==> src/sv/bbps_pkg.sv <==
// Shared types and constants for the Brownian bridge path step block.
package bbps_pkg;

    // Default number of path dimensions
    localparam int BBPS_DIMS = 2;

    // Widths of the serial arithmetic units
    localparam int DIV_WIDE   = 64;   // dividend of the scale division
    localparam int DIV_MEAN   = 33;   // magnitude of end minus previous point
    localparam int SQ_IN      = 48;   // radicand of the square root
    localparam int SQ_OUT     = 24;   // root width
    localparam int NOISE_W    = 37;   // noise row after the Q.28 to Q21.16 shift
    localparam int PROD_W     = NOISE_W + SQ_OUT;

    // Request codes
    localparam logic REQ_START = 1'b0;
    localparam logic REQ_STEP  = 1'b1;

    // Configuration register indexes
    localparam logic [3:0] CFG_N_POINTS = 4'd0;
    localparam logic [3:0] CFG_STEP_DT  = 4'd1;
    localparam logic [3:0] CFG_END_0    = 4'd2;
    localparam logic [3:0] CFG_END_1    = 4'd3;
    localparam logic [3:0] CFG_SIGMA_00 = 4'd4;
    localparam logic [3:0] CFG_SIGMA_01 = 4'd5;
    localparam logic [3:0] CFG_SIGMA_10 = 4'd6;
    localparam logic [3:0] CFG_SIGMA_11 = 4'd7;

    // Sequencer states
    typedef enum logic [2:0] {
        S_IDLE,
        S_PREP,
        S_LOAD,
        S_DIV,
        S_SQRT,
        S_MUL,
        S_SUM,
        S_EMIT
    } t_state;

endpackage

==> src/sv/bbps_div.sv <==
// Bit-serial restoring divider by a 16-bit unsigned divisor.
module bbps_div import bbps_pkg::*; #(
    parameter int W = DIV_WIDE
) (
    input  logic          i_clk,
    input  logic          i_rst_n,
    input  logic          i_start,
    input  logic [W-1:0]  i_dividend,
    input  logic [15:0]   i_divisor,
    output logic          o_done,
    output logic [W-1:0]  o_quotient
);
    localparam int CW = $clog2(W);

    logic          r_busy;
    logic          r_done;
    logic [CW-1:0] r_cnt;
    logic [15:0]   r_rem;
    logic [15:0]   r_div;
    logic [W-1:0]  r_q;

    logic [16:0]   rem_sh;
    logic [16:0]   rem_nx;
    logic          ge;
    logic          last;

    // Trial subtract of one quotient bit
    always_comb begin
        rem_sh = {r_rem, r_q[W-1]};
        ge     = rem_sh >= {1'b0, r_div};
        rem_nx = ge ? rem_sh - {1'b0, r_div} : rem_sh;
        last   = r_cnt == CW'(W - 1);
    end

    // Control
    always_ff @(posedge i_clk) begin
        if (!i_rst_n) begin
            r_busy <= 1'b0;
            r_done <= 1'b0;
            r_cnt  <= '0;
        end else begin
            r_done <= r_busy && last;
            if (i_start) begin
                r_busy <= 1'b1;
                r_cnt  <= '0;
            end else if (r_busy) begin
                r_cnt <= r_cnt + 1'b1;
                if (last) r_busy <= 1'b0;
            end
        end
    end

    // Shift dividend out and quotient in
    always_ff @(posedge i_clk) begin
        if (i_start) begin
            r_q   <= i_dividend;
            r_rem <= '0;
            r_div <= i_divisor;
        end else if (r_busy) begin
            r_q   <= {r_q[W-2:0], ge};
            r_rem <= rem_nx[15:0];
        end
    end

    assign o_done     = r_done;
    assign o_quotient = r_q;
endmodule

==> config.mk <==
export PLATFORM = sky130hd
export DESIGN_NAME = bbps_div
export DESIGN_NICKNAME = d
export VERILOG_FILES = /design/src/sv/bbps_pkg.sv /design/src/sv/bbps_div.sv
export SDC_FILE = /design/constraint.sdc
export NUM_CORES = 1
export LEC_CHECK = 0
export BUFFER_PORTS_ARGS = -buffer_cell sky130_fd_sc_hd__buf_4
export CORE_UTILIZATION = 45
export CTS_CLUSTER_DIAMETER = 60
export DETAILED_ROUTE_END_ITERATION = 12
export GPL_ROUTABILITY_DRIVEN = 0
export PLACE_DENSITY_LB_ADDON = 0.1
export RECOVER_POWER = 25
export SYNTH_ARGS = -nofsm -noshare
export SYNTH_HDL_FRONTEND = slang
export SYNTH_SLANG_ARGS = --single-unit
==> constraint.sdc <==
create_clock -name i_clk -period 5.9 [get_ports i_clk]
set_clock_uncertainty 0.1 [all_clocks]
set_input_delay 0.59 -clock i_clk [delete_from_list [all_inputs] [get_ports i_clk]]
set_output_delay 0.59 -clock i_clk [all_outputs]
set_load 0.01 [all_outputs]
==> qor.yml <==
irDropWorstVdd_mv: 0.187
io-pin-count: 148
p_switching_w: 0.000482
final_cell_mix: "buf_4 (119), edfxtp_1 (80), mux2_2 (63)"
cts_buffer_depth: 2
numClockSinks: 104
rsz0062_at_grt: "false"
drtAntennaViolNets: 0
fin_area_mm2: 0.00659
mostFrequentLayoutCell: "buf_4"
hold_violations: 0
multi_input_area_mm2: 0.00208
area_growth_pct: 28.3
fillers: 912
setup_violations: 0
dr.first_iter.drc_count: 198
synthArstFlopShare_pct: 0
synth-xor-area-share_pct: 2.22
cts_tree: "yes"
cp_top_family: "buffers and inverters"
htree_levels: 3
post_cts_buffers: 0
seqCellArea_mm2: 0.00288
worstSetupPathType: "input port to register"
worst_pin_slew_ns: 1.61
required_ns: 5.77
grt_pass1_vias: 3575
muxShareOfSynthArea_pct: 14.5
die_w_um: 109
ys_warn_count: 0
cts.clk_slew.worst_paths_ns: 0.07
core_area_mm2: 0.0110
post-route-util_pct: 60.0
synth_top_family_by_area: "multiplexers"
crit_path_end_kind: "register"
fin_ws_ns: 2.62
hold_class: "input port to register"
syn-num-nets: 518
synth.area.top_cells: "edfxtp_1 (47%), mux2_2 (14%), dfxtp_1 (9.4%), ha_1 (4.1%), nand2_1 (2.6%)"
clk_latency_ns: 0.35
synthesis.area_mm2: 0.00513
arrival_ns: 3.15
critPathMaxStageDelay_ns: 1.13
leakagePower_nw: 2.70
dp_hpwl_um: 8100
cts-root-buf: "clkbuf_16"
crit_chain: "clkbuf_1, inv_1, nand2_2, buf_4"
grt_use_total_pct: 20.0
ff2ff_path_depth: 4
start_util_pct: 46.8
power_frac_clock_pct: 32.4
finalCriticalPeriod_ns: 3.28
viasPerCell: 5.31
intPower_w: 0.00139
synth_seq_cells: 104
netlist-cell-type-count: 55
cp.buffers_inverters: 3
dieArea_mm2: 0.0118
switching_share_pct: 25.7
ctsResizeCount: 0
vias: 3730
synthSimpleGateAreaFrac_pct: 8.33
avgSynthCellArea_um2: 12.3
cp_slowest_cell: "clkbuf_1"
pwr-share-seq_pct: 48.3
cp_max_fo: 64
portBuffers: 147
drv_cap: 1
reg2reg_setup_slack_ns: 2.68
synth-edff-count: 80
synth_cells: 417
num_antenna_cells: 0
power.density_mw_per_mm2: 285
nNetsFinal: 658
drive_gt1_share_pct: 38.8
seq_area_frac_synth_pct: 56.1
placementRows: 38
grt_pass1_wl_um: 18000
crit_cells: 4
drc: 0
violations: "max-capacitance violations, max-slew violations"
cts_buffers: 9
overflow: 0
antenna_found_initial: 0
finalNonFillerCells: 702
die_y_um: 109
min_path_cells: 1
fmax_mhz: 305
place_area_mm2: 0.00634
fin_crit_sh_pct: 55.6
wl_per_cell_um: 15.9
drt_first_pass_iters: 4
grt_max_degree: 68
status: "finished with violations"
yosys_most_used_dff: "edfxtp_1"
dp_slack_ns: 3.00
critPathLaunchType: "input port"
synth_top_area_cell: "edfxtp_1"
dp_cells: 686
synth_compound_gate_area_share_pct: 10.8
yosys.area_share.adder_pct: 4.53
maxSlewHeadroom_pct: -7.52
synth_top_area_share_pct: 46.8
slew_viol_final: 30
fin_tns_setup_ns: 0
cts_hold_buf: 0
combPwrFrac_pct: 19.4
drt_wl_total_um: 11200
==> layout make-up <==
cell class / instances / area share (%)
sequential: 104 / 43.8
clock inverter: 6 / 0.988
clock buffer: 10 / 3.63
inverter: 22 / 1.25
tap: 140 / 2.66
timing repair buffer: 150 / 16.2
multi-input combinational: 270 / 31.5
==> cell usage after synthesis, drive strengths merged (2+ instances only) <==
cell type	instances
nor2	31
and2	3
a211oi	4
nand3	4
o211ai	4
and3	8
or3	2
dfxtp	24
o2111ai	2
o21a	2
mux2i	2
a311oi	8
inv	22
o31ai	4
a41oi	2
nand2	36
ha	17
buf	5
a21o	2
nand4	2
clkbuf	16
a32oi	3
xor2	4
o31a	2
mux2	64
o311ai	3
xnor2	9
edfxtp	80
nand2b	5
o21ai	12
a21oi	19
a31oi	3
==> sequential cells by signal (all words and copies together) (netlist names) <==
signal	count
o_done	1
r_div	16
r_cnt	6
r_busy	1
o_quotient	64
r_rem	16
==> cells by family after synthesis <==
kind of cell               Yosys count
DFF                                104
and+or+nand+nor                     95
AOI/OAI and AO/OA                   78
muxes                               66
buffers and inverters               43
adders and majority gates           18
xor gates and xnor gates            13
==> power groups by stage <==
stage	clock [W]	combinational [W]	sequential, W
after floorplan	0	0.000193	0.000937
after global placement	0	0.000368	0.000918
after detailed placement	0	0.000372	0.000920
after CTS	0.000621	0.000374	0.000906
after global routing	0.000647	0.000400	0.000913
final	0.000607	0.000363	0.000905
==> metal layers <==
metal / share of wire (%) / global-route usage, %
met5: 0 / 0
met2: 49 / 34.1
met1: 43 / 24.9
met4: 1.6 / 7.14
met3: 5.7 / 4.18
==> stage by stage <==
step | hold slack [ns] | total power [W]
after floorplan | 0.354 | 0.00113
after global placement | 0.366 | 0.00129
after detailed placement | 0.391 | 0.00129
after CTS | 0.308 | 0.00190
after global routing | 0.329 | 0.00196
final | 0.338 | 0.00188
==> worst register-to-register path, cell delays in order, from the launching register on <==
cell and delay (ns):
dfxtp_1 0.31, clkbuf_1 1.04, inv_1 0.56, nand2_2 0.15, buf_4 0.66
==> final timing paths <==
check                                 endpoint    startpoint
worst max-delay path            o_quotient[11]       i_start
worst min-delay path                  r_div[2]  i_divisor[2]
worst max register to register  o_quotient[11]        r_busy
worst min register to register        r_rem[5]      r_rem[5]
Power figures use the tool's default switching activity.
