===== src/sv/bbps_pkg.sv =====
// Shared types and constants for the Brownian bridge path step block.
package bbps_pkg;

    // Default number of path dimensions
    localparam int BBPS_DIMS = 2;

    // Widths of the serial arithmetic units
    localparam int DIV_WIDE   = 64;   // dividend of the scale division
    localparam int DIV_MEAN   = 33;   // magnitude of end minus previous point
    localparam int SQ_IN      = 48;   // radicand of the square root
    localparam int SQ_OUT     = 24;   // root width
    localparam int NOISE_W    = 37;   // noise row after the Q.28 to Q21.16 shift
    localparam int PROD_W     = NOISE_W + SQ_OUT;

    // Request codes
    localparam logic REQ_START = 1'b0;
    localparam logic REQ_STEP  = 1'b1;

    // Configuration register indexes
    localparam logic [3:0] CFG_N_POINTS = 4'd0;
    localparam logic [3:0] CFG_STEP_DT  = 4'd1;
    localparam logic [3:0] CFG_END_0    = 4'd2;
    localparam logic [3:0] CFG_END_1    = 4'd3;
    localparam logic [3:0] CFG_SIGMA_00 = 4'd4;
    localparam logic [3:0] CFG_SIGMA_01 = 4'd5;
    localparam logic [3:0] CFG_SIGMA_10 = 4'd6;
    localparam logic [3:0] CFG_SIGMA_11 = 4'd7;

    // Sequencer states
    typedef enum logic [2:0] {
        S_IDLE,
        S_PREP,
        S_LOAD,
        S_DIV,
        S_SQRT,
        S_MUL,
        S_SUM,
        S_EMIT
    } t_state;

endpackage


===== src/sv/bbps_sqrt.sv =====
// Digit-by-digit integer square root, one root bit per cycle.
module bbps_sqrt import bbps_pkg::*; (
    input  logic              i_clk,
    input  logic              i_rst_n,
    input  logic              i_start,
    input  logic [SQ_IN-1:0]  i_radicand,
    output logic              o_done,
    output logic [SQ_OUT-1:0] o_root
);
    localparam int CW = $clog2(SQ_OUT);
    localparam int RW = SQ_OUT + 2;

    logic              r_busy;
    logic              r_done;
    logic [CW-1:0]     r_cnt;
    logic [SQ_IN-1:0]  r_rad;
    logic [RW-1:0]     r_rem;
    logic [SQ_OUT-1:0] r_root;

    logic [RW+1:0]     rem_sh;
    logic [RW+1:0]     trial;
    logic [RW+1:0]     rem_nx;
    logic              ge;
    logic              last;

    // Bring down two radicand bits and try the next root bit
    always_comb begin
        rem_sh = {r_rem, r_rad[SQ_IN-1 -: 2]};
        trial  = {2'b00, r_root, 2'b01};
        ge     = rem_sh >= trial;
        rem_nx = ge ? rem_sh - trial : rem_sh;
        last   = r_cnt == CW'(SQ_OUT - 1);
    end

    // Control
    always_ff @(posedge i_clk) begin
        if (!i_rst_n) begin
            r_busy <= 1'b0;
            r_done <= 1'b0;
            r_cnt  <= '0;
        end else begin
            r_done <= r_busy && last;
            if (i_start) begin
                r_busy <= 1'b1;
                r_cnt  <= '0;
            end else if (r_busy) begin
                r_cnt <= r_cnt + 1'b1;
                if (last) r_busy <= 1'b0;
            end
        end
    end

    // Datapath
    always_ff @(posedge i_clk) begin
        if (i_start) begin
            r_rad  <= i_radicand;
            r_rem  <= '0;
            r_root <= '0;
        end else if (r_busy) begin
            r_rad  <= {r_rad[SQ_IN-3:0], 2'b00};
            r_rem  <= rem_nx[RW-1:0];
            r_root <= {r_root[SQ_OUT-2:0], ge};
        end
    end

    assign o_done = r_done;
    assign o_root = r_root;
endmodule


===== config.mk =====
export PLATFORM = sky130hd
export DESIGN_NAME = bbps_sqrt
export DESIGN_NICKNAME = d
export VERILOG_FILES = /design/src/sv/bbps_pkg.sv /design/src/sv/bbps_sqrt.sv
export SDC_FILE = /design/constraint.sdc
export NUM_CORES = 1
export LEC_CHECK = 0
export BUFFER_PORTS_ARGS = -buffer_cell sky130_fd_sc_hd__buf_2
export CAP_MARGIN = 30
export CELL_PAD_IN_SITES_DETAIL_PLACEMENT = 1
export CELL_PAD_IN_SITES_GLOBAL_PLACEMENT = 2
export CORE_MARGIN = 4
export CORE_UTILIZATION = 40
export CTS_CLUSTER_DIAMETER = 30
export DETAILED_ROUTE_END_ITERATION = 8
export PLACE_DENSITY = 0.93
export SYNTH_ARGS = -nofsm -noshare
export SYNTH_HDL_FRONTEND = slang
export SYNTH_SLANG_ARGS = --single-unit

===== constraint.sdc =====
create_clock -name i_clk -period 7.5 [get_ports i_clk]
set_input_delay 1.125 -clock i_clk [delete_from_list [all_inputs] [get_ports i_clk]]
set_output_delay 1.125 -clock i_clk [all_outputs]
set_load 0.01 [all_outputs]

==> results.py, run 1 <==
metrics = {
    "grt": {
        "grt_util_all_layers_pct": 16.9,
        "first_global_vias": 4521,
        "grt_antenna_before_repair": 0,
        "grt-ovfl-total": 0,
        "grt_max_degree": 86,
        "grt_pass1_wl_um": 22400,
    },
    "pwr": {
        "p_switching_w": 0.000611,
        "leakagePower_nw": 2.61,
        "power_frac_clock_pct": 27.9,
        "ir_drop_uv": 129,
        "power_density_mw_per_mm2": 269,
        "seqPwrFrac_pct": 38.7,
        "comb_power_share_pct": 33.4,
        "swShare_pct": 34.6,
        "internal_power_w": 0.00116,
    },
    "floorplanning": {
        "fp.dieW_um": 128,
        "start_util_pct": 41.2,
        "io_pins": 76,
        "die-area_mm2": 0.0164,
        "core_mm2": 0.0140,
        "rows": 43,
        "dieHeight_um": 128,
    },
    "route": {
        "highest_layer": "met4",
        "wl_met1_um": 5950,
        "ant_nets": 0,
        "viasPerCell": 5.34,
        "drc": 0,
        "wl_per_cell_um": 16.6,
        "drt_iter0_markers": 177,
        "wl_met2_um": 6770,
        "wl_met3_um": 415,
        "num_vias": 4278,
        "wl_um": 13300,
        "drt_first_pass_iters": 4,
    },
    "logic_synthesis": {
        "synth.net_count": 630,
        "syn_avg_cell_area_um2": 10.5,
        "yosysSeqAreaShare_pct": 44.7,
        "synth-edff-count": 48,
        "async_flop_share_pct": 0,
        "yosys_warnings": 0,
        "synth_ff_type": "dfxtp_1",
        "ys_seq_elements": 105,
        "synth.lib_cells_used.distinct": 63,
        "syn_area_mm2": 0.00578,
        "syn_inst": 552,
    },
    "clock_tree": {
        "hold_buffers": 0,
        "htree_levels": 3,
        "clock_sinks": 105,
        "clock_latency_ps": 360,
        "cts_buffers": 9,
        "root_buffer": "clkbuf_16",
        "post_cts_buffers": 0,
        "cts_resized": 0,
        "clock_path_buffers": 2,
        "cts_tree": "built",
        "clkSlewWorstSetupHoldPaths_ps": 80,
    },
    "placement": {
        "port_buffers": 75,
        "hpwl_um": 9490,
        "dp_cells": 784,
        "gp_congestion": 0.834,
        "placed_cell_area_mm2": 0.00625,
    },
    "critical_path": {
        "slowest_stage": "nor2_1",
        "worst_ep_arrival_time_ps": 3880,
        "critical_path.max_fanout": 12,
        "endpoint_kind": "flop",
        "path_class": "flop to flop",
        "worstPathRequired_ps": 7780,
        "r2r_slack_ps": 3900,
        "startpoint_type": "flop",
        "path_cells": "inv_1, ha_1, o211ai_2, a21oi_2, o311a_4, o21ai_4, o41ai_4, a2111oi_4, nor2_1, buf_4, nand3_1, a311oi_2",
        "slowest_delay_ps": 750,
    },
    "timing": {
        "finalSetupViolCount": 0,
        "fin_crit_sh_pct": 48.0,
        "rsz0062_at_grt": "false",
        "slew_headroom_pct": 37.0,
        "drv_slew": 0,
        "tightest_slew_ps": 942,
        "finalCriticalPeriod_ps": 3600,
        "fmax_mhz": 278,
        "hold_slack_ps": 506,
        "skew_ps": 9.37,
        "setup_tns_ps": 0,
        "finalHoldViolations": 0,
    },
    "status": {
        "status": "finished clean",
    },
    "finish": {
        "final_cells": 801,
        "insertedDiodeCount": 0,
        "register_area_mm2": 0.00259,
        "fin_area_mm2": 0.00658,
        "area_growth_pct": 13.8,
        "fillCellCount": 1599,
        "multiInputGateArea_mm2": 0.00288,
        "nets": 694,
        "drive_above_1_share_pct": 26.7,
    },
    "worst_hold_path": {
        "min_path_type": "flop to flop",
    },
    "job": {
        "maxCapViolations": 0,
    },
}
-- state kept, by name, indices dropped and copies added (netlist names) --
register and count:
o_done 1, r_cnt 5, r_rad 48, r_busy 1, r_rem 26, o_root 24
-- critical path: cells and delay by family (launching register included) --
family                     cells  cell delay, ps
and+or+nand+nor                2             890
adders and majority gates      1             400
AOI/OAI and AO/OA              7            1440
DFF                            1             390
buffers and inverters          2             380
-- cells in the mapped netlist, types with 2 or more instances --
library cell / count / share of area (%)
o21a_1: 4 / 0.52
and2_1: 3 / 0.32
clkbuf_2: 2 / 0.17
edfxtp_1: 48 / 25
and3_1: 2 / 0.22
o21bai_1: 4 / 0.52
a311oi_2: 8 / 2.1
a31oi_1: 2 / 0.22
clkbuf_8: 4 / 0.95
ha_1: 27 / 5.8
or2_2: 2 / 0.22
nor2_1: 65 / 4.2
dfxtp_1: 57 / 20
a211oi_1: 3 / 0.39
mux2_2: 46 / 9.0
a221oi_1: 2 / 0.30
a21o_1: 8 / 1.0
clkbuf_1: 10 / 0.65
nand2b_1: 7 / 0.76
nand4_1: 6 / 0.65
buf_6: 2 / 0.39
buf_2: 2 / 0.17
xor2_1: 9 / 1.4
inv_1: 31 / 2.0
mux2i_1: 24 / 4.2
a311oi_1: 15 / 2.3
nand2_1: 60 / 3.9
nand3_1: 7 / 0.61
nor3_1: 4 / 0.35
o21ai_0: 11 / 0.95
a21oi_1: 20 / 1.7
buf_1: 5 / 0.32
a2111oi_0: 3 / 0.45
xnor2_1: 18 / 2.7
o211ai_1: 2 / 0.26
a21boi_0: 2 / 0.26
-- metrics by stage --
stage | util, % | power (W) | setup WS [ps]
after floorplan | - | 0.00117 | 4630
after global placement | 44.2 | 0.00125 | 3940
after detailed placement | 44.5 | 0.00129 | 3840
after CTS | 46.7 | 0.00179 | 3820
after global routing | 46.9 | 0.00188 | 3560
final | 46.9 | 0.00177 | 3900
-- placed cells by master (no fill, tap or decap), types with 2 or more instances in the layout --
cell / synthesis / routed
buf_4: 0 / 4
a311oi_1: 15 / 15
a21o_1: 8 / 8
a21oi_1: 20 / 20
a31oi_1: 2 / 2
edfxtp_1: 48 / 48
or2_2: 2 / 2
nand4_1: 6 / 6
o211ai_1: 2 / 2
inv_1: 31 / 31
mux2_2: 46 / 46
nand3_1: 7 / 7
and2_1: 3 / 3
inv_8: 0 / 5
a311oi_2: 8 / 8
clkbuf_16: 0 / 9
o21a_1: 4 / 4
buf_2: 2 / 74
nor2_1: 65 / 65
nand2_1: 60 / 60
nor3_1: 4 / 4
o21ai_0: 11 / 11
a2111oi_0: 3 / 3
a221oi_1: 2 / 2
o21bai_1: 4 / 4
dfxtp_1: 57 / 56
xnor2_1: 18 / 18
mux2i_1: 24 / 24
a21boi_0: 2 / 2
ha_1: 27 / 27
xor2_1: 9 / 9
a211oi_1: 3 / 3
nand2b_1: 7 / 7
and3_1: 2 / 2
-- metal layers --
layer	global-route usage, %	up-vias
met1	20.6	2102
met3	4.04	17
met4	4.24	0
met5	0	-
met2	29.8	53
li1	-	2106
-- path summary, 6_finish.rpt --
check,start,cells past startpoint,endpoint
worst max-delay path,o_root[2],12,r_rem[2]
worst min-delay path,r_rem[7],2,r_rem[9]
worst max register to register,o_root[2],12,r_rem[2]
worst min register to register,r_rem[7],2,r_rem[9]
-- power groups by stage --
stage	registers, W	clock network [W]	logic [W]
2_1_floorplan	0.000687	0	0.000484
4_1_cts	0.000685	0.000505	0.000595
3_3_place_gp	0.000695	0	0.000559
3_5_place_dp	0.000697	0	0.000589
6_report	0.000685	0.000493	0.000590
5_1_grt	0.000690	0.000531	0.000660
-- area by class of cell --
class	count	area share (%)
flip-flops and latches	105	39.3
inverters	31	1.77
clock buffers	10	3.63
multi-input cells	388	43.8
clock inverters	6	0.989
well taps	180	3.42
repair buffers	81	7.04
-- kinds of logic (layout without fill, tap and decap cells) --
kind of cell | Yosys count | in the layout | synth area share, %
DFF | 105 | 105 | 44.7
AOI/OAI and AO/OA | 96 | 96 | 13.9
adders and majority gates | 27 | 27 | 5.84
xor gates and xnor gates | 27 | 27 | 4.09
and+or+nand+nor | 168 | 168 | 13.0
buffers and inverters | 59 | 128 | 5.47
muxes | 70 | 70 | 13.1
No activity file was read; power rests on OpenSTA's default activity.
==> run 2: changes to the inputs <==
- CORE_UTILIZATION: 40 -> 34
- PLACE_DENSITY: 0.93 -> 0.85
- clock period: 7.5 -> 3.2 ns (I/O delays scaled with it)
==> results.py, run 2 (synthesized netlist as in run 1, its figures left out) <==
metrics = {
    "status": {
        "status": "finished clean",
    },
    "timing": {
        "rsz0062_at_grt": "false",
        "finalSetupViolCount": 0,
        "setup_tns_ps": 0,
        "fin_ws_ps": 205,
        "tightest_slew_ps": 716,
        "finalHoldViolations": 0,
        "finalCriticalPeriod_ps": 3000,
        "drv_slew": 0,
        "slew_headroom_pct": 51.0,
        "skew_ps": 14.0,
        "fmax_mhz": 334,
        "fin_crit_sh_pct": 93.6,
    },
    "worst_hold_path": {
        "min_path_type": "primary input to flop",
        "holdCritStartpoint": "i_rst_n",
    },
    "floorplanning": {
        "core_mm2": 0.0166,
        "die-area_mm2": 0.0192,
        "io_pins": 76,
        "start_util_pct": 34.7,
        "fp.dieW_um": 138,
        "rows": 47,
        "dieHeight_um": 138,
    },
    "clock_tree": {
        "htree_levels": 3,
        "clkSlewWorstSetupHoldPaths_ps": 80,
        "cts_tree": "built",
        "root_buffer": "clkbuf_16",
        "clock_sinks": 105,
        "clock_path_buffers": 2,
        "clock_latency_ps": 360,
        "cts_buffers": 9,
        "hold_buffers": 0,
    },
    "pwr": {
        "leakagePower_nw": 2.67,
        "p_switching_w": 0.00145,
        "seqPwrFrac_pct": 37.9,
        "comb_power_share_pct": 33.6,
        "finalPower_w": 0.00427,
        "swShare_pct": 34.0,
        "ir_drop_uv": 266,
        "power_frac_clock_pct": 28.6,
        "power_density_mw_per_mm2": 633,
        "internal_power_w": 0.00281,
    },
    "critical_path": {
        "critical_path.max_fanout": 11,
        "rr_startpoint": "r_rad[47]",
        "slowest_stage": "edfxtp_1",
        "crit_buf_inv": 2,
        "critPathTopFamily": "compound AO/OA/AOI/OAI gates",
        "worstPathRequired_ps": 3470,
        "path_class": "flop to flop",
        "endpoint_kind": "flop",
        "slowest_delay_ps": 400,
        "worst_ep_arrival_time_ps": 3260,
        "path_cells": "inv_1, ha_1, nand2b_2, a21oi_2, o311a_4, o21ai_4, o41ai_4, a2111oi_4, or2_1, buf_4, or3_1, a311oi_2",
        "crit_path_start": "r_rad[47]",
        "startpoint_type": "flop",
    },
    "route": {
        "drc": 0,
        "drt_first_pass_iters": 6,
        "wl_um": 13400,
        "drt_iter0_markers": 187,
        "wl_per_cell_um": 15.7,
        "viasPerCell": 5.02,
        "ant_nets": 0,
        "num_vias": 4291,
    },
    "grt": {
        "grt-ovfl-total": 0,
        "first_global_vias": 4689,
        "grt_util_all_layers_pct": 14.1,
        "grt_antenna_before_repair": 0,
        "grt_max_degree": 103,
        "grt_pass1_wl_um": 22800,
    },
    "finish": {
        "largest_register_ff_count": 48,
        "final_cell_mix": "buf_2, nor2_1, nand2_1, dfxtp_1, edfxtp_1",
        "regMostFlops": "r_rad",
        "insertedDiodeCount": 0,
        "drive_above_1_share_pct": 28.5,
        "nets": 708,
        "area_growth_pct": 16.4,
        "final_common_cell": "buf_2",
    },
    "placement": {
        "place_ws_ps": 41.8,
        "hpwl_um": 9830,
        "port_buffers": 75,
        "gp_congestion": 0.821,
    },
    "job": {
        "maxCapViolations": 0,
    },
}
-- run 2: cell count changes in the layout (fill, tap and decap cells not counted), sizes merged --
cell | before | now
bufinv | 0 | 1
clkbuf | 10 | 9
buf | 81 | 95
-- run 2: worst reg2reg max path: stages (launching register included) --
cell and delay [ps]:
edfxtp_1 400, inv_1 80, ha_1 190, nand2b_2 210
a21oi_2 160, o311a_4 230, o21ai_4 80, o41ai_4 310
a2111oi_4 140, or2_1 280, buf_4 190, or3_1 370
a311oi_2 270
-- run 2: path summary, 6_finish.rpt --
check	end	slack [ps]	cells after the start
max	r_rem[8]	200	12
min	r_busy	370	2
max reg2reg	r_rem[8]	200	12
min reg2reg	r_rem[22]	510	2
-- run 2: cell type report --
| cell class | count | area [µm²] |
|---|---|---|
| Clock buffer | 9 | 225 |
| Tap cell | 220 | 275 |
| Sequential cell | 105 | 2590 |
| Timing Repair Buffer | 95 | 544 |
| Clock inverter | 7 | 100 |
| Multi-Input combinational cell | 388 | 2890 |
| Fill cell | 1903 | 9910 |
| Inverter | 31 | 116 |
-- run 2: timing repair --
| item | in CTS | in global routing |
|---|---|---|
| endpoints found under the hold margin | 0 | 0 |
| buffers inserted | 0 | 4 |
| setup endpoints to repair | 0 | 22 |
| resized for setup | 0 | 2 |
-- run 2: power by group through the flow --
stage / logic [W] / registers, W / clock network [W]
global placement: 0.00136 / 0.00164 / 0
finish: 0.00143 / 0.00161 / 0.00122
global route: 0.00160 / 0.00163 / 0.00130
floorplan: 0.00113 / 0.00161 / 0
CTS: 0.00141 / 0.00162 / 0.00126
detailed placement: 0.00141 / 0.00165 / 0
-- run 2: metal layers --
layer	global-route usage (%)	wire length [µm]	vias up
met5	0	0	-
li1	-	-	2136
met2	24.0	6570	58
met4	3.74	157	0
met1	18.0	6230	2084
met3	3.21	452	13
-- run 2: per-stage QoR --
step                      hold WS, ps  instance area (µm²)  util (%)  instances
after global routing              372                 6730      40.5        855
after floorplan                   466                 5780         -        552
after detailed placement          502                 6370      38.3        835
final                             369                 6730      40.5        855
after CTS                         350                 6700      40.2        851
after global placement            484                 6370      38.3        835
