### src/sv/bbps_pkg.sv
// Shared types and constants for the Brownian bridge path step block.
package bbps_pkg;

    // Default number of path dimensions
    localparam int BBPS_DIMS = 2;

    // Widths of the serial arithmetic units
    localparam int DIV_WIDE   = 64;   // dividend of the scale division
    localparam int DIV_MEAN   = 33;   // magnitude of end minus previous point
    localparam int SQ_IN      = 48;   // radicand of the square root
    localparam int SQ_OUT     = 24;   // root width
    localparam int NOISE_W    = 37;   // noise row after the Q.28 to Q21.16 shift
    localparam int PROD_W     = NOISE_W + SQ_OUT;

    // Request codes
    localparam logic REQ_START = 1'b0;
    localparam logic REQ_STEP  = 1'b1;

    // Configuration register indexes
    localparam logic [3:0] CFG_N_POINTS = 4'd0;
    localparam logic [3:0] CFG_STEP_DT  = 4'd1;
    localparam logic [3:0] CFG_END_0    = 4'd2;
    localparam logic [3:0] CFG_END_1    = 4'd3;
    localparam logic [3:0] CFG_SIGMA_00 = 4'd4;
    localparam logic [3:0] CFG_SIGMA_01 = 4'd5;
    localparam logic [3:0] CFG_SIGMA_10 = 4'd6;
    localparam logic [3:0] CFG_SIGMA_11 = 4'd7;

    // Sequencer states
    typedef enum logic [2:0] {
        S_IDLE,
        S_PREP,
        S_LOAD,
        S_DIV,
        S_SQRT,
        S_MUL,
        S_SUM,
        S_EMIT
    } t_state;

endpackage

### src/sv/bbps_mul.sv
// Bit-serial shift-add multiplier: signed noise times unsigned scale, MSB first.
module bbps_mul import bbps_pkg::*; (
    input  logic                     i_clk,
    input  logic                     i_rst_n,
    input  logic                     i_start,
    input  logic signed [NOISE_W-1:0] i_a,
    input  logic        [SQ_OUT-1:0]  i_b,
    output logic                     o_done,
    output logic signed [PROD_W-1:0] o_p
);
    localparam int CW = $clog2(SQ_OUT);

    logic                      r_busy;
    logic                      r_done;
    logic [CW-1:0]             r_cnt;
    logic signed [NOISE_W-1:0] r_a;
    logic [SQ_OUT-1:0]         r_b;
    logic signed [PROD_W-1:0]  r_p;
    logic signed [PROD_W-1:0]  p_nx;
    logic                      last;

    // Double and add the next multiplier bit
    always_comb begin
        p_nx = (r_p <<< 1) + (r_b[SQ_OUT-1] ? PROD_W'(r_a) : '0);
        last = r_cnt == CW'(SQ_OUT - 1);
    end

    // Control
    always_ff @(posedge i_clk) begin
        if (!i_rst_n) begin
            r_busy <= 1'b0;
            r_done <= 1'b0;
            r_cnt  <= '0;
        end else begin
            r_done <= r_busy && last;
            if (i_start) begin
                r_busy <= 1'b1;
                r_cnt  <= '0;
            end else if (r_busy) begin
                r_cnt <= r_cnt + 1'b1;
                if (last) r_busy <= 1'b0;
            end
        end
    end

    // Datapath
    always_ff @(posedge i_clk) begin
        if (i_start) begin
            r_a <= i_a;
            r_b <= i_b;
            r_p <= '0;
        end else if (r_busy) begin
            r_b <= {r_b[SQ_OUT-2:0], 1'b0};
            r_p <= p_nx;
        end
    end

    assign o_done = r_done;
    assign o_p    = r_p;
endmodule
### config.mk
export PLATFORM = sky130hd
export DESIGN_NAME = bbps_mul
export DESIGN_NICKNAME = d
export VERILOG_FILES = /design/src/sv/bbps_pkg.sv /design/src/sv/bbps_mul.sv
export SDC_FILE = /design/constraint.sdc
export NUM_CORES = 1
export LEC_CHECK = 0
export ABC_AREA = 1
export BUFFER_PORTS_ARGS = -buffer_cell sky130_fd_sc_hd__buf_2
export CORE_MARGIN = 2
export CORE_UTILIZATION = 55
export CTS_BUF_LIST = sky130_fd_sc_hd__clkbuf_4
export CTS_CLUSTER_DIAMETER = 50
export DETAILED_ROUTE_END_ITERATION = 16
export GPL_TIMING_DRIVEN = 0
export HOLD_SLACK_MARGIN = 0.03
export PLACE_DENSITY_LB_ADDON = 0.12
export SLEW_MARGIN = 20
export SYNTH_ARGS = -nofsm -noshare
export SYNTH_HDL_FRONTEND = slang
export SYNTH_SLANG_ARGS = --single-unit
### constraint.sdc
create_clock -name i_clk -period 2.39 [get_ports i_clk]
set_input_delay 0.1195 -clock i_clk [delete_from_list [all_inputs] [get_ports i_clk]]
set_output_delay 0.1195 -clock i_clk [all_outputs]
set_load 0.01 [all_outputs]
==> run summary, run 1 <==
The summed instance area of the synthesized netlist is 10000 um2. The run ended at global routing. The largest total area in the synthesized netlist belongs to nand2_1. The starting density of the core came out at 56.0%. The TritonCTS sink count came out at 129. The maximum number of buffers from clock root to sink came out at 2.

After synthesis, the cell types taking the most area are nand2_1 24%, edfxtp_1 18%, dfxtp_1 14%. The commonest cells after synthesis are 629 x nand2_1, 295 x inv_1, 174 x nor2_1. The congestion estimate from routability-driven global placement came to 0.988.

The HPWL reported at the end of detailed placement is 26.6 mm. The tool reported: "[ERROR GRT-0232] Routing congestion too high. Check the congestion heatmap in the GUI". The boundary pin count is 126. The floorplan step set the die height to 139 um. The number of warnings reported in the yosys synthesis log came out at 0. The number of rows in the core area came out at 49. The most numerous cell in the Yosys netlist is nand2_1. After synthesis, the mean cell area works out to 6.13 um2.

The count of cell types in the netlist is 39. The sequential fraction of the synthesis area came out at 31.9%. The total clock buffers created by CTS came out at 17. After the last repair the worst path ends at a sequential cell input. The total of flip-flops plus latches after synthesis came out at 129. The fraction of registers with async set or reset after synthesis came out at 0%.

The synthesized instance count is 1636. When the netlist entered floorplanning its net count stood at 1737. The overall routing resource usage is 66.8%.

The clock tree synthesis step divided the H-tree into 4 levels. The number of I/O port buffers came out at 125. Global routing finished with a remaining overflow of 62. The run stopped with a tool error. The number of synthesized flops with an enable pin came out at 61. The tree is rooted in a clkbuf_4. Once global-route timing repair stopped, the endpoint with the least setup slack was o_p[53]$_SDFFE_PP0P_/D. Measured along the x axis, the die boundary spans 139 um. The share of Yosys cell area claimed by the top area cell type came out at 23.6%.

The pin count of the biggest net entering global routing came out at 39. In the synthesized netlist the dominant register cell turns out to be dfxtp_1.
==> kinds of logic after synthesis <==
logic type	synth area share (%)
AO/OA/AOI/OAI	7.45
XOR/XNOR	2.45
adder cells (fa/ha/maj)	4.69
buffers and inverters	13.4
flip-flops	31.9
AND/OR/NAND/NOR	40.2
==> per-stage QoR <==
| stage | TNS (ns) | instances | cell area, um2 | setup WS, ns | hold slack (ns) |
|---|---|---|---|---|---|
| 2_1_floorplan | -0.0103 | 1636 | 10500 | -0.0103 | 0.218 |
| 3_3_place_gp | -37.49 | 1990 | 11400 | -0.717 | 0.296 |
| 3_5_place_dp | -43.50 | 1990 | 11400 | -0.765 | 0.298 |
| 4_1_cts | -9.12 | 2132 | 13700 | -0.303 | 0.190 |
==> timing repair <==
action / 4_1_cts
endpoints found under the setup margin: 55
cloned: 3
pin swaps: 98
resized for setup: 299
hold endpoints to repair: 68
hold buffers: 62
buffers inserted: 45
==> layer usage <==
layer / GRT usage (%) / GRT overflow
met5: 18.8 / 0
met4: 61.2 / 27
met3: 49.3 / 0
met2: 85.5 / 33
met1: 68.5 / 2
==> inputs of run 2 (changes only) <==
CORE_UTILIZATION = 40   (was 55)
CTS_BUF_LIST = not set   (was sky130_fd_sc_hd__clkbuf_4)
CTS_CLUSTER_DIAMETER = not set   (was 50)
HOLD_SLACK_MARGIN = not set   (was 0.03)
PLACE_DENSITY_LB_ADDON = 0.15   (was 0.12)
clock period = 3.1 ns   (was 2.39 ns; I/O delays follow)
==> run 2 against run 1 <==
The flow now finishes without violations. Synthesized cell count unchanged. Area after synthesis stayed put.
==> run summary, run 2 <==
The number of global-route vias before repair is 9835. The overall overflow remaining after global route came out at 0. The number of nets still failing antenna checks after routing is 0.

The number of rows in the core area came out at 57 (+16%). The final core utilization is 53.0%. The number of I/O port buffers is 125 (unchanged). The summed instance area of the synthesized netlist is 10000 um2 (unchanged). Compared with the post-synthesis result, the final layout area differs by 29.3%. Leaving out fill and tap cells, the most frequent cell in the layout is nand2_1.

The cell type contributing the most total cell area after synthesis is nand2_1. The boundary pin count came out at 126 (unchanged). The first global-routing pass estimated 55.8 mm of wire. In the final routed layout, each cell accounts on average for 16.9 um. The cell area power density came out at 437 nW/um2. For the worst setup path, the data arrival time is 3.27 ns.

The standard cell area after detailed placement is 11100 um2 (-2.7%). The post-route clock skew came out at 0.0178 ns. The number of antenna violations at the first check in global routing came to 0. The share of Yosys cell area claimed by the top area cell type is 23.6% (unchanged).

STA classifies the critical path startpoint as a flop. The final weighted congestion in routability-driven placement is 0.966 (-2.2%). In the routed design, unresolved DRC markers number 0. The required time at the endpoint of the critical path came out at 3.39 ns.

Along the worst path, the maximum fanout reaches 16. The total clock buffers created by CTS was 17 (unchanged). The H-tree depth reported by CTS came out at 4 (unchanged). The TritonCTS sink count is 129 (unchanged). The fraction of registers with async set or reset after synthesis came out at 0% (unchanged). The relative slew slack is 33.8%. The fraction of layout instances using a drive strength above 1 is 18.9%.

The top cell types in the final layout, fill and taps aside, are 589 x nand2_1, 294 x inv_1, 140 x nor2_1. In this run the worst hold path is classified as in -> reg. The synthesized instance count is 1636 (unchanged). The number of nets in the layout came out at 1948. The final period demand of the worst path is 2.98 ns. The maximum number of buffers from clock root to sink is 2 (unchanged).

The total non-filler cell area in the finished layout is 13000 um2. The final standard cell count with taps included and fillers excluded is 2184. The average size of a mapped cell is 6.13 um2 (unchanged).

The net count of the mapped netlist is 1737 (unchanged). The cell total after placement was 2085 (+4.8%). By instance count, the leading cell after synthesis is nand2_1. In the post-synthesis netlist, the biggest area contributors are nand2_1 24%, edfxtp_1 18%, dfxtp_1 14%. The final count of hold timing violations came out at 0. The die height came out at 162 um (+17%). The maximum clock frequency is 335 MHz. The total of max-cap violations came out at 0. The sequential fraction of the synthesis area is 31.9% (unchanged). For the worst-skew pair, the clock arrives at the later sink with an insertion delay of 0.44 ns. The detailed-route via count came out at 10.8k. The starting density of the core came out at 41.0% (-15 points). The first routing iteration left 834 violations. The layout filler cell count came out at 2510. The HPWL reported at the end of detailed placement is 28.6 mm (+7.4%). The die covers 26300 um2. The first detailed-routing pass ran for 6 iterations. STA classifies the critical path endpoint as a flop. TritonCTS built the clock tree. The cell sitting at the root of the clock tree is a clkbuf_16. The commonest register cell after synthesis is dfxtp_1. The number of failing setup endpoints in the final timing report is 0.

The clock transition at the registers of the reported paths is 0.07 ns. The total of flip-flops plus latches after synthesis came out at 129 (unchanged). The number of antenna cells inserted came out at 0. The commonest cells after synthesis are 629 x nand2_1, 295 x inv_1, 174 x nor2_1. The worst path uses 96.2% of the clock period.

The worst vdd rail ir drop came out at 314 uV. The placeable core area came out at 24500 um2. The worst setup path is of the reg -> reg kind. The final max-slew violation count came out at 0. The run finished with clean final reports.

The flip-flop count of the largest register, all copies and words added came out at 61. The number of synthesized flops with an enable pin came out at 61 (unchanged). Setup repair after global routing could not meet its margin everywhere. The slew at the pin closest to its max-slew limit is 0.994 ns. The number of warnings reported in the yosys synthesis log came out at 0 (unchanged).

The number of vias per cell after detailed routing came out at 4.93. The final wirelength came out at 36.9 mm. Across every metal layer, demand over resource in global routing totals 28.2%. The cell leakage power came out at 7.11 nW. The pin count of the biggest net entering global routing came out at 39.

The count of cell types in the netlist is 39 (unchanged). The die boundary width came out at 162 um (+17%).
## run 2: cell counts after synthesis
Identical to the previous run, type by type.
## run 2: path summary, 6_finish.rpt
path | startpoint | end | depth (start not counted) | slack, ns
max | r_b[23]$_DFFE_PP_ | o_p[46]$_SDFFE_PP0P_ | 18 | 0.12
min | i_a[5] | r_a[5]$_DFFE_PP_ | 2 | 0.42
max reg2reg | r_b[23]$_DFFE_PP_ | o_p[46]$_SDFFE_PP0P_ | 18 | 0.12
min reg2reg | o_p[45]$_SDFFE_PP0P_ | o_p[45]$_SDFFE_PP0P_ | 2 | 0.50
## run 2: kinds of logic after synthesis
group | share of synthesized area (%)
AO/OA/AOI/OAI | 7.45
XOR/XNOR | 2.45
flip-flops | 31.9
adder cells (fa/ha/maj) | 4.69
buffers and inverters | 13.4
AND/OR/NAND/NOR | 40.2
## run 2: cell type report
class	count	area [um2]	area share, %
Multi-Input combinational cell	1170	6110	47.2
Sequential cell	129	3190	24.6
Timing Repair Buffer	193	1290	9.97
Inverter	299	1120	8.66
Clock buffer	17	425	3.28
Tap cell	324	405	3.13
Buffer	37	236	1.83
Clock inverter	15	169	1.30
## run 2: timing repair
item / 4_1_cts / 5_1_grt
endpoints found under the setup margin: 54 / 37
endpoints found under the hold margin: 63 / 0
pin swaps: 2 / 8
buffers inserted: 1 / 5
hold buffers: 62 / 0
resized for setup: 46 / 119
## run 2: where the power goes
group	internal, mW	switching, mW
clock	1.15	0.960
combinational	0.549	0.968
sequential	1.94	0.0963
total	3.63	2.03
## run 2: through the flow
| stage | setup WS, ns | power, mW | hold slack [ns] | setup TNS, ns |
|---|---|---|---|---|
| detailed placement | -0.775 | 3.36 | 0.333 | -24.15 |
| global route | -0.0144 | 5.94 | 0.410 | -0.0279 |
| floorplan | 0.506 | 2.91 | 0.254 | 0 |
| finish | 0.119 | 5.66 | 0.418 | 0 |
| CTS | 0.00334 | 5.55 | 0.408 | 0 |
| global placement | -0.844 | 3.36 | 0.331 | -28.62 |
## run 2: worst max-delay path, cell delays in order (launching register included)
cell      delay [ns]
edfxtp_1        0.47
buf_6           0.19
buf_12          0.16
buf_6           0.15
nand2_1         0.06
inv_1           0.04
ha_1            0.34
nand2_2         0.17
inv_1           0.07
a21oi_2         0.22
o21bai_1        0.13
inv_1           0.06
nand2_1         0.11
nand2_1         0.13
nand2_4         0.08
nand2_1         0.14
nand3_1         0.09
nand3_1         0.10
o21ai_0         0.10
## run 2: metal layers
metal / global-route usage (%) / part of all wire, % / vias to the layer above
met1: 41.2 / 49 / 4930
met5: 0 / 0 / -
met2: 42.9 / 42 / 330
met4: 8.05 / 2.2 / 0
met3: 4.37 / 6.0 / 51
li1: - / - / 5457
Note: power is estimated with default switching activity, not from simulation.
==> inputs of run 3 (changes only) <==
PLACE_DENSITY_LB_ADDON = not set   (was 0.15)
==> run 3 against run 2 <==
Routed wire length is 1.3% lower. Critical path depth is 1 lower. Power is 2.6% lower. Sequential power hardly changed. Clock power is 4% lower. Combinational power is 4% lower. Fmax is 1.9% lower. Final cell count is 0.14% lower. Flip-flop and latch count stayed put. Sequential share of layout area is 0.47 points higher. Clock skew is 0.0032 ns lower. Largest cell class unchanged.
==> run summary, run 3 (synthesis gave the netlist of run 2 again) <==
The die boundary width is 162 um (unchanged). The data arrival at the endpoint of the critical path is 3.37 ns (+0.10 ns). The maximum clock frequency is 329 MHz (-1.9%).

The global routing met1 resource utilization is 40.8% (-0.42 points). The TritonCTS clock tree is built. The number of I/O port buffers is 125 (unchanged). The register-to-register setup slack is 0.06 ns (-0.06 ns). Leaving out fill and tap cells, the most frequent cell in the layout is nand2_1. The post-place setup slack is -0.752 ns (+0.0231 ns). The number of antenna violations at the first check in global routing is 0 (unchanged). The overall routing resource usage came out at 28.0% (-0.21 points). The endpoint identified for the worst register-to-register timing path is o_p[53]$_SDFFE_PP0P_. The number of antenna cells inserted came out at 0 (unchanged). The final max-slew violation count is 0 (unchanged). The classification of the worst-slack hold path is in -> reg.

The number of rows in the core area is 57 (unchanged). The logic depth of the worst setup path including buffers came out at 17 (-1). The final cycle utilization of the critical path was 98.0% (+1.8 points).

The final routed DRC violation total was 0 (unchanged). The slew at the pin closest to its max-slew limit came out at 0.942 ns (-0.0514 ns). The pin count of the biggest net entering global routing came out at 39 (unchanged).

The HPWL reported at the end of detailed placement came out at 28.4 mm (-0.65%). The number of vias per cell after detailed routing came out at 4.93 (about the same). Following the worst setup path forward leads to its endpoint at o_p[53]$_SDFFE_PP0P_. From synthesis to final layout, the design area changed by 26.8%. The run finished with clean final reports. The worst setup path is launched from a flop. The post-route worst setup slack is 0.0624 ns (-0.0567 ns). The largest stage delay on the critical path came out at 0.45 ns (-0.02 ns).

The final count of hold timing violations came out at 0 (unchanged). The routed wirelength normalized by instance count came out at 16.7 um (-1.2%). The overall overflow remaining after global route came out at 0 (unchanged).

The required time at the endpoint of the critical path is 3.44 ns (+0.05 ns). The final period demand of the worst path is 3.04 ns (+0.0567 ns). The maximum number of buffers from clock root to sink was 2 (unchanged). The number of nets still failing antenna checks after routing is 0 (unchanged).

The most critical setup path has its startpoint at r_b[23]$_DFFE_PP_. The post-route clock skew is 0.0147 ns (-0.00315 ns). The biggest fanout along the worst timing path is 19 (+3). The critical path in this run is classified as reg -> reg.

The master of the slowest instance on the critical path is edfxtp_1. The detailed-route via count came out at 10.7k (-0.18%). The number of buffers and inverters on the critical path came to 6 (unchanged).

The origin of the critical flop-to-flop path is r_b[23]$_DFFE_PP_. The cell area power density is 434 nW/um2 (-0.73%). The TritonCTS sink count is 129 (unchanged). The root buffer cell chosen for the clock tree is clkbuf_16. The H-tree depth reported by CTS was 4 (unchanged). The boundary pin count is 126 (unchanged). The worst setup path is captured at a flop. The total clock buffers created by CTS is 17 (unchanged).

The number of nets in the layout is 1945 (-0.15%). The first-pass GRT wire length came out at 55.6 mm (-0.28%). The clock transition at the registers of the reported paths is 0.07 ns (about the same).

The placeable core area came out at 24500 um2 (unchanged). The number of failing setup endpoints in the final timing report came out at 0 (unchanged). The final wirelength came to 36.4 mm (-1.3%). The met3 usage in global routing came to 5.72% (+1.4 points).

The accumulated negative setup slack came out at 0 ns (unchanged). The total of max-cap violations came out at 0 (unchanged). The cell leakage power came out at 7.05 nW (-0.81%).

The final weighted congestion in routability-driven placement came to 0.977 (+1.2%). The worst vdd rail ir drop came out at 251 uV (-20%). The final core utilization came out at 52.0% (-1.0 points).

The flip-flop count of the largest register, all copies and words added is 61 (unchanged). The die outline area is 26300 um2 (unchanged). The DRC violation total after the first TritonRoute iteration is 876 (+5.0%). The cell depth of the worst flop-to-flop path is 17 (-1). The global-route track usage on met2 came out at 42.7% (-0.19 points). The starting density of the core is 41.0% (unchanged). The kind of cell with the highest combined delay along the critical path is simple AND/OR/NAND/NOR gates. The die height came out at 162 um (unchanged). Traced cell by cell, the critical path runs through buf_6 -> buf_12 -> buf_4 -> nand2_1 -> inv_1 -> ha_1 -> nand2_2 -> nor2_4 -> nand2_1 -> inv_1 -> nand4_1 -> nand3_2 -> nand4_1 -> nand3_1 -> nand3_1 -> nand2_1 -> inv_1. The count of TritonRoute iterations in the first routing pass is 5 (-1).

The fraction of layout instances using a drive strength above 1 is 17.4% (-1.5 points). The most utilized layer in the global route result is met2. The relative slew slack came out at 37.2% (+3.4 points). The insertion delay to the later sink of the worst-skew pair is 0.44 ns (about the same). In the layout the commonest cells are 596 x nand2_1, 294 x inv_1, 146 x nor2_1. The number of global-route vias before repair is 9884 (+0.50%).
## run 3: cell types whose count changed in the layout (fill, tap and decap cells not counted), moves of 6 or more
cell,delta
a21oi_2,-7
ha_4,-9
nand2_1,+7
nor2_1,+6
## run 3: worst register-to-register path: stages, from the launching register on
cell,delay [ns]
edfxtp_1,0.45
buf_6,0.18
buf_12,0.16
buf_4,0.20
nand2_1,0.06
inv_1,0.04
ha_1,0.35
nand2_2,0.13
nor2_4,0.15
nand2_1,0.06
inv_1,0.12
nand4_1,0.18
nand3_2,0.18
nand4_1,0.23
nand3_1,0.17
nand3_1,0.12
nand2_1,0.11
inv_1,0.05
## run 3: how the worst min path moves through the flow
stage                     startpoint                end  slack [ns]  depth (start not counted)
final                         i_b[6]   r_b[6]$_DFFE_PP_       0.003                          3
after detailed placement     i_a[30]  r_a[30]$_DFFE_PP_        0.33                          1
after floorplan               i_a[0]   r_a[0]$_DFFE_PP_        0.25                          0
after global placement        i_a[3]   r_a[3]$_DFFE_PP_        0.33                          1
after global routing          i_b[6]   r_b[6]$_DFFE_PP_       0.006                          3
after CTS                     i_b[6]   r_b[6]$_DFFE_PP_      0.0003                          3
## run 3: cell type report
type                       instances  area (um2)
buffer                            37         236
clock buffer                      17         425
clock inverter                    15         134
fill                            2502       11800
inverter                         299        1120
multi-input combinational       1170        5930
sequential                       129        3190
tap                              324         405
timing repair buffer             190        1270
## run 3: through the flow
stage	instances	power [mW]	hold slack [ns]	area [um2]
2_1_floorplan	1636	2.91	0.254	10000
3_3_place_gp	2085	3.35	0.331	11100
3_5_place_dp	2085	3.36	0.333	11100
4_1_cts	2180	5.45	0.000336	12300
5_1_grt	2181	5.78	0.00572	12700
6_report	2181	5.51	0.00333	12700
## run 3: repair_timing
action / 4_1_cts / 5_1_grt
hold endpoints to repair: 62 / 0
resized for setup: 31 / 101
buffers inserted: 3 / 1
endpoints found under the setup margin: 52 / 39
hold buffers: 61 / 0
gates cloned: 0 / 0
pin swaps: 3 / 5
## run 3: per-layer routing
metal	share of wire, %	wire length, um
met2	44	15900
met3	7.7	2810
met5	0	0
met4	1.1	401
met1	48	17300
## run 3: power by group
part           switching (mW)  internal, mW
registers              0.0912          1.94
logic                   0.944         0.520
clock network           0.908          1.11
